$ cat src/rtl/core/btfc_pkg.sv
`timescale 1ns / 1ps
`default_nettype none

package btfc_pkg;

	localparam int HEADER_BYTES    = 6;
	localparam int MAX_FRAME_BYTES = 23;
	localparam int STORE_DEPTH     = 8;
	localparam int POS_W           = 5;
	localparam int QUEUE_DEPTH_DEF = 2;

	localparam logic [7:0] CHECK_SEED = 8'hFF;

	typedef logic [POS_W-1:0] pos_t;
	typedef logic [STORE_DEPTH-1:0][7:0] hdr_bytes_t;

	// one finished telegram: header bytes 0..7 and checksum verdict
	typedef struct packed {
		logic       check_ok;
		hdr_bytes_t hdr;
	} frame_rec_t;

	typedef struct packed {
		logic full;
		logic empty;
	} q_status_t;

endpackage

`default_nettype wire

$ cat src/rtl/core/btfc_back.sv
`timescale 1ns / 1ps
`default_nettype none

module btfc_back (
	input  wire logic                 clk,
	input  wire logic                 arst_n,
	input  wire btfc_pkg::q_status_t  q_status,
	input  wire btfc_pkg::frame_rec_t pop_rec,
	output logic                      pop,
	output logic                      out_valid,
	input  wire logic                 out_stall,
	output logic                      check_ok,
	output logic                      repeated,
	output logic [1:0]                priority_res,
	output logic [15:0]               source_address,
	output logic [15:0]               target_address,
	output logic                      target_is_group,
	output logic [2:0]                hop_count,
	output logic [4:0]                payload_length,
	output logic [3:0]                command,
	output logic [1:0]                communication_kind,
	output logic [3:0]                sequence_number,
	output logic [5:0]                first_data
);
	import btfc_pkg::*;

	logic       valid_q;
	hdr_bytes_t h;

	assign h         = pop_rec.hdr;
	assign out_valid = valid_q;
	// refill the output register when empty or when its transfer completes
	assign pop       = !q_status.empty && (!valid_q || !out_stall);

	always_ff @(posedge clk or negedge arst_n) begin
		if (!arst_n) begin
			valid_q <= 1'b0;
		end else if (pop) begin
			valid_q <= 1'b1;
		end else if (!out_stall) begin
			valid_q <= 1'b0;
		end
	end

	always_ff @(posedge clk) begin
		if (pop) begin
			check_ok           <= pop_rec.check_ok;
			repeated           <= ~h[0][5];
			priority_res       <= h[0][3:2];
			source_address     <= {h[1], h[2]};
			target_address     <= {h[3], h[4]};
			target_is_group    <= h[5][7];
			hop_count          <= h[5][6:4];
			payload_length     <= {1'b0, h[5][3:0]} + 1'b1;
			command            <= {h[6][1:0], h[7][7:6]};
			communication_kind <= h[6][7:6];
			sequence_number    <= h[6][5:2];
			first_data         <= h[7][5:0];
		end
	end

endmodule

`default_nettype wire

$ cat config.mk
export PLATFORM = sky130hd
export DESIGN_NAME = btfc_back
export DESIGN_NICKNAME = d
export VERILOG_FILES = /design/src/rtl/core/btfc_pkg.sv /design/src/rtl/core/btfc_back.sv
export SDC_FILE = /design/constraint.sdc
export NUM_CORES = 1
export LEC_CHECK = 0
export CELL_PAD_IN_SITES_DETAIL_PLACEMENT = 0
export CELL_PAD_IN_SITES_GLOBAL_PLACEMENT = 2
export CORE_ASPECT_RATIO = 1.4
export CORE_MARGIN = 1.5
export CORE_UTILIZATION = 25
export CTS_BUF_LIST = sky130_fd_sc_hd__clkbuf_16
export DETAILED_ROUTE_END_ITERATION = 7
export DONT_BUFFER_PORTS = 1
export HOLD_SLACK_MARGIN = 0.03
export PLACE_DENSITY = 0.52
export SLEW_MARGIN = 30
export SYNTH_ARGS = -nofsm -noshare
export SYNTH_HDL_FRONTEND = slang
export SYNTH_SLANG_ARGS = --single-unit
$ cat constraint.sdc
create_clock -name clk -period 4.2 [get_ports clk]
set_input_delay 0.42 -clock clk [delete_from_list [all_inputs] [get_ports clk]]
set_output_delay 0.42 -clock clk [all_outputs]
set_load 0.05 [all_outputs]
# == Word level (Yosys, flattened, before mapping) ==
# Index checks and enable logic that the tools add are counted.
# classes
reduce_logical,5
addsub,1
bitwise,1
mux,2
eq_ne,1
# op_table
operator,count
adder 4 x 1 -> 5 bit (second input constant),1
zero test 1 bit,3
2-to-1 mux 1 bit,2
inequality test 2 bit (second input constant),1
logical AND 1 bit,1
logical OR 1 bit,1
NOT 1 bit,1
# word_totals
word_cells,23
output_inout_bits,63
regBits,62

# == Logic depth before layout (Yosys ltp) ==
# depth
depth_word,4
depth_mapped,2
mapped_depth_nobuf,2

# == Worst setup path before layout ==
# No wires, ideal clock.
# synth_path
path_kind,register to register
start,"reg valid_q, in the netlist out_valid"
end,"reg check_ok, enable pin"
setup_time_ns,0.535
stages_incl_launch_ff,2
setup_slack_ns,-0.595
arrival_ns,4.260
path_cell_list,dfrtp_1 > a21oi_1
# synth_between
elab_chain_len,3
# synth_rtl
element,line,text
"start, declared",btfc_back.sv:27,logic valid_q;
"start signal, assigned",btfc_back.sv:37,valid_q <= 1'b0;
"start signal, assigned",btfc_back.sv:39,valid_q <= 1'b1;
"start signal, assigned",btfc_back.sv:41,valid_q <= 1'b0;
zero test 1 bit,btfc_back.sv:33,assign pop = !q_status.empty && (!valid_q || !out_stall);
logical OR 1 bit,btfc_back.sv:33,
logical AND 1 bit,btfc_back.sv:33,
named net pop,btfc_back.sv:9,"output logic pop,"
"end signal, assigned",btfc_back.sv:47,check_ok <= pop_rec.check_ok;
"end, declared",btfc_back.sv:12,"output logic check_ok,"
# The timed path passes the listed nets, and every way through them passes these cells.
# A chain may end at the register's enable or synchronous reset.

# == Worst setup path after layout ==
# layout_path
start,"reg valid_q, in the netlist out_valid"
end,out pop
# layout_between
elab_chain_len,3
# layout_rtl
element,line
zero test 1 bit,btfc_back.sv:33
logical OR 1 bit,btfc_back.sv:33
logical AND 1 bit,btfc_back.sv:33
"end, declared",btfc_back.sv:9
# No other way between the ends.

==> impl_metrics.toml <==
[outcome]
status = "finished clean"

[final_layout]
postLayoutCoreUtil = 0.3223
synthToLayoutAreaGrowth_pct = 24.06
diodes = 0
nets = 157
layout-drive-gt1-share = 0.1868

[place]
io_buffer_count = 0
gp_congestion = 0.6104
dpl.hpwl_mm = 2.480

[logic_synthesis]
avgSynthCellArea_um2 = 26.73
synth-simple-area-share = 0.01300
yosysSeqAreaShare = 0.9649
ys_seq_elements = 62
synth-compound-area-share = 0.002601
syn_nets = 143
syn-cell-area_um2 = 1924
yosysWarnings = 0
synth_xor_area_frac = 0.009103
ys_types = 10
synth_top_family_by_area = "simple AND/OR/NAND/NOR gates"
synthAdderAreaFrac = 0.006502
synth_cells = 72
synth.area.mux_share = 0

[clocking]
path_clk_slew_ps = 50
cts_buffers = 9
clkSinkCount = 62
cts-root-buf = "clkbuf_16"
htreeDepth = 3
cts_tree = "built"
post-cts-setup-buffers = 0
cts_resized = 0
clk_latency_ps = 320
clockBufferDepth = 2

[power]
power_leakage_nw = 0.8019
power.density_nw_per_um2 = 676.9
ir_drop_mv = 0.2859

[global_route]
grt_pass1_vias = 855
grt_max_degree = 32
grt_usage = 0.08446
grt_first_pass_wirelength_mm = 4.657
antenna_found_initial = 0
grt_overflow = 0

[die]
ios = 133
die_w_um = 77.15
dieArea_um2 = 8240
start_util = 0.2598
die_h_um = 106.8
core_um2 = 7407
rows = 37

[route]
finalWirelength_mm = 3.333
drt.antenna.violating_nets = 0
drc = 0
viasPerCell = 4.112
drt_first_iter_violations = 56
wl_per_cell_um = 17.73
vias = 773
dr.pass1.iters = 4

[min_path]
holdPathStages = 1
min_path_type = "in2reg"

[sta]
max_freq_ghz = 0.5005
drv_slew = 0
relSlewSlack = 0.6324
fin_crit_sh = 0.4757
fin_skew_ps = 6.378
worst_pin_slew_ps = 551.3
setup_viol = 0
rsz0062_at_grt = "no"
fin_crit_ps = 1998
setup_tns_ps = 0
hold_viol = 0

[worst_setup_path]
arrival_ps = 1580
path_max_fanout = 31
cp-start-kind = "flop"
r2r_cells = 2
crit_path_end_kind = "output pin"
path_class = "reg2out"
critPathRequiredTime_ps = 3780
reg2reg_slack_ps = 2560

[run]
maxCapViolCount = 0
power by group:
group | leakage (nW) | switching (mW) | internal [mW]
clock network | 0.153 | 0.229 | 0.508
registers | 0.592 | 0.128 | 0.727
logic | 0.0567 | 0.0183 | 0.00522
total | 0.802 | 0.375 | 1.24
worst max-delay path, stage by stage, from the launching register on:
cell	delay, ps
dfrtp_1	590
a21oi_4	220
buf_4	450
registers in the layout, summed over array words and instances (netlist names):
signal / count
priority_res: 2
communication_kind: 2
target_is_group: 1
first_data: 6
check_ok: 1
target_address: 16
out_valid: 1
payload_length: 5
sequence_number: 4
repeated: 1
hop_count: 3
source_address: 16
command: 4
per-layer routing:
| metal | vias to the layer above | share of wire | track usage |
|---|---|---|---|
| met2 | 73 | 0.58 | 0.1372 |
| li1 | 315 | - | - |
| met1 | 372 | 0.26 | 0.06101 |
| met5 | - | 0 | 0 |
| met4 | 0 | 0.044 | 0.1026 |
| met3 | 13 | 0.12 | 0.04766 |
Yosys cell counts (all sizes together):
cell type,n,area share
a21oi,1,0.0026
and3,1,0.0039
dfrtp,1,0.013
edfxtp,61,0.95
ha,1,0.0065
inv,2,0.0039
nand2,2,0.0039
nand3,1,0.0052
xnor2,1,0.0046
xor2,1,0.0046
kinds of logic (layout without fill, tap and decap cells):
| kind of cell | after synthesis | count (layout) |
|---|---|---|
| fa+ha+maj | 1 | 1 |
| buf+inv | 2 | 21 |
| xor+xnor | 2 | 2 |
| flops | 62 | 62 |
| compound gates | 1 | 1 |
| simple gates | 4 | 4 |
per-stage QoR:
step	worst slack (ps)	hold slack, ps	instances	total power [mW]	instance area, µm²
floorplan	882.3	124.4	72	0.8802	1928
global placement	2545	124.5	171	0.8896	2072
detailed placement	2525	124.5	171	0.8912	2072
CTS	2166	155.6	188	1.641	2387
global route	2113	156.0	188	1.670	2387
finish	2202	169.5	188	1.616	2387
path summary, 6_finish.rpt:
| path | from | endpoint |
|---|---|---|
| max | out_valid | pop |
| min | q_status[0] | out_valid |
| max reg2reg | out_valid | source_address[3] |
| min reg2reg | out_valid | out_valid |
| max in group asynchronous | arst_n | out_valid |
| min in group asynchronous | arst_n | out_valid |
layout make-up:
type / instances / area [µm²]
clock inverter: 7 / 80.08
clock buffer: 9 / 225.2
tap: 97 / 121.4
inverter: 2 / 7.507
timing repair buffer: 3 / 25.02
fill: 736 / 5020
multi-input combinational: 8 / 71.32
sequential: 62 / 1857
repair_timing:
action,CTS,global route
hold buffers,1,0
endpoints found under the hold margin,1,0
setup endpoints to repair,0,0
cell usage in the layout, fill, tap and decap left out:
master,synthesis,final
nand3_2,1,1
clkbuf_16,0,9
edfxtp_1,61,61
and3_2,1,1
ha_1,1,1
xor2_1,1,1
clkinv_2,0,1
bufinv_16,0,2
clkinv_1,0,3
xnor2_1,1,1
inv_1,2,3
a21oi_4,0,1
buf_4,0,2
nand2_1,2,2
dfrtp_1,1,1
dlygate4sd3_1,0,1
(Power assumes the default switching activity.)
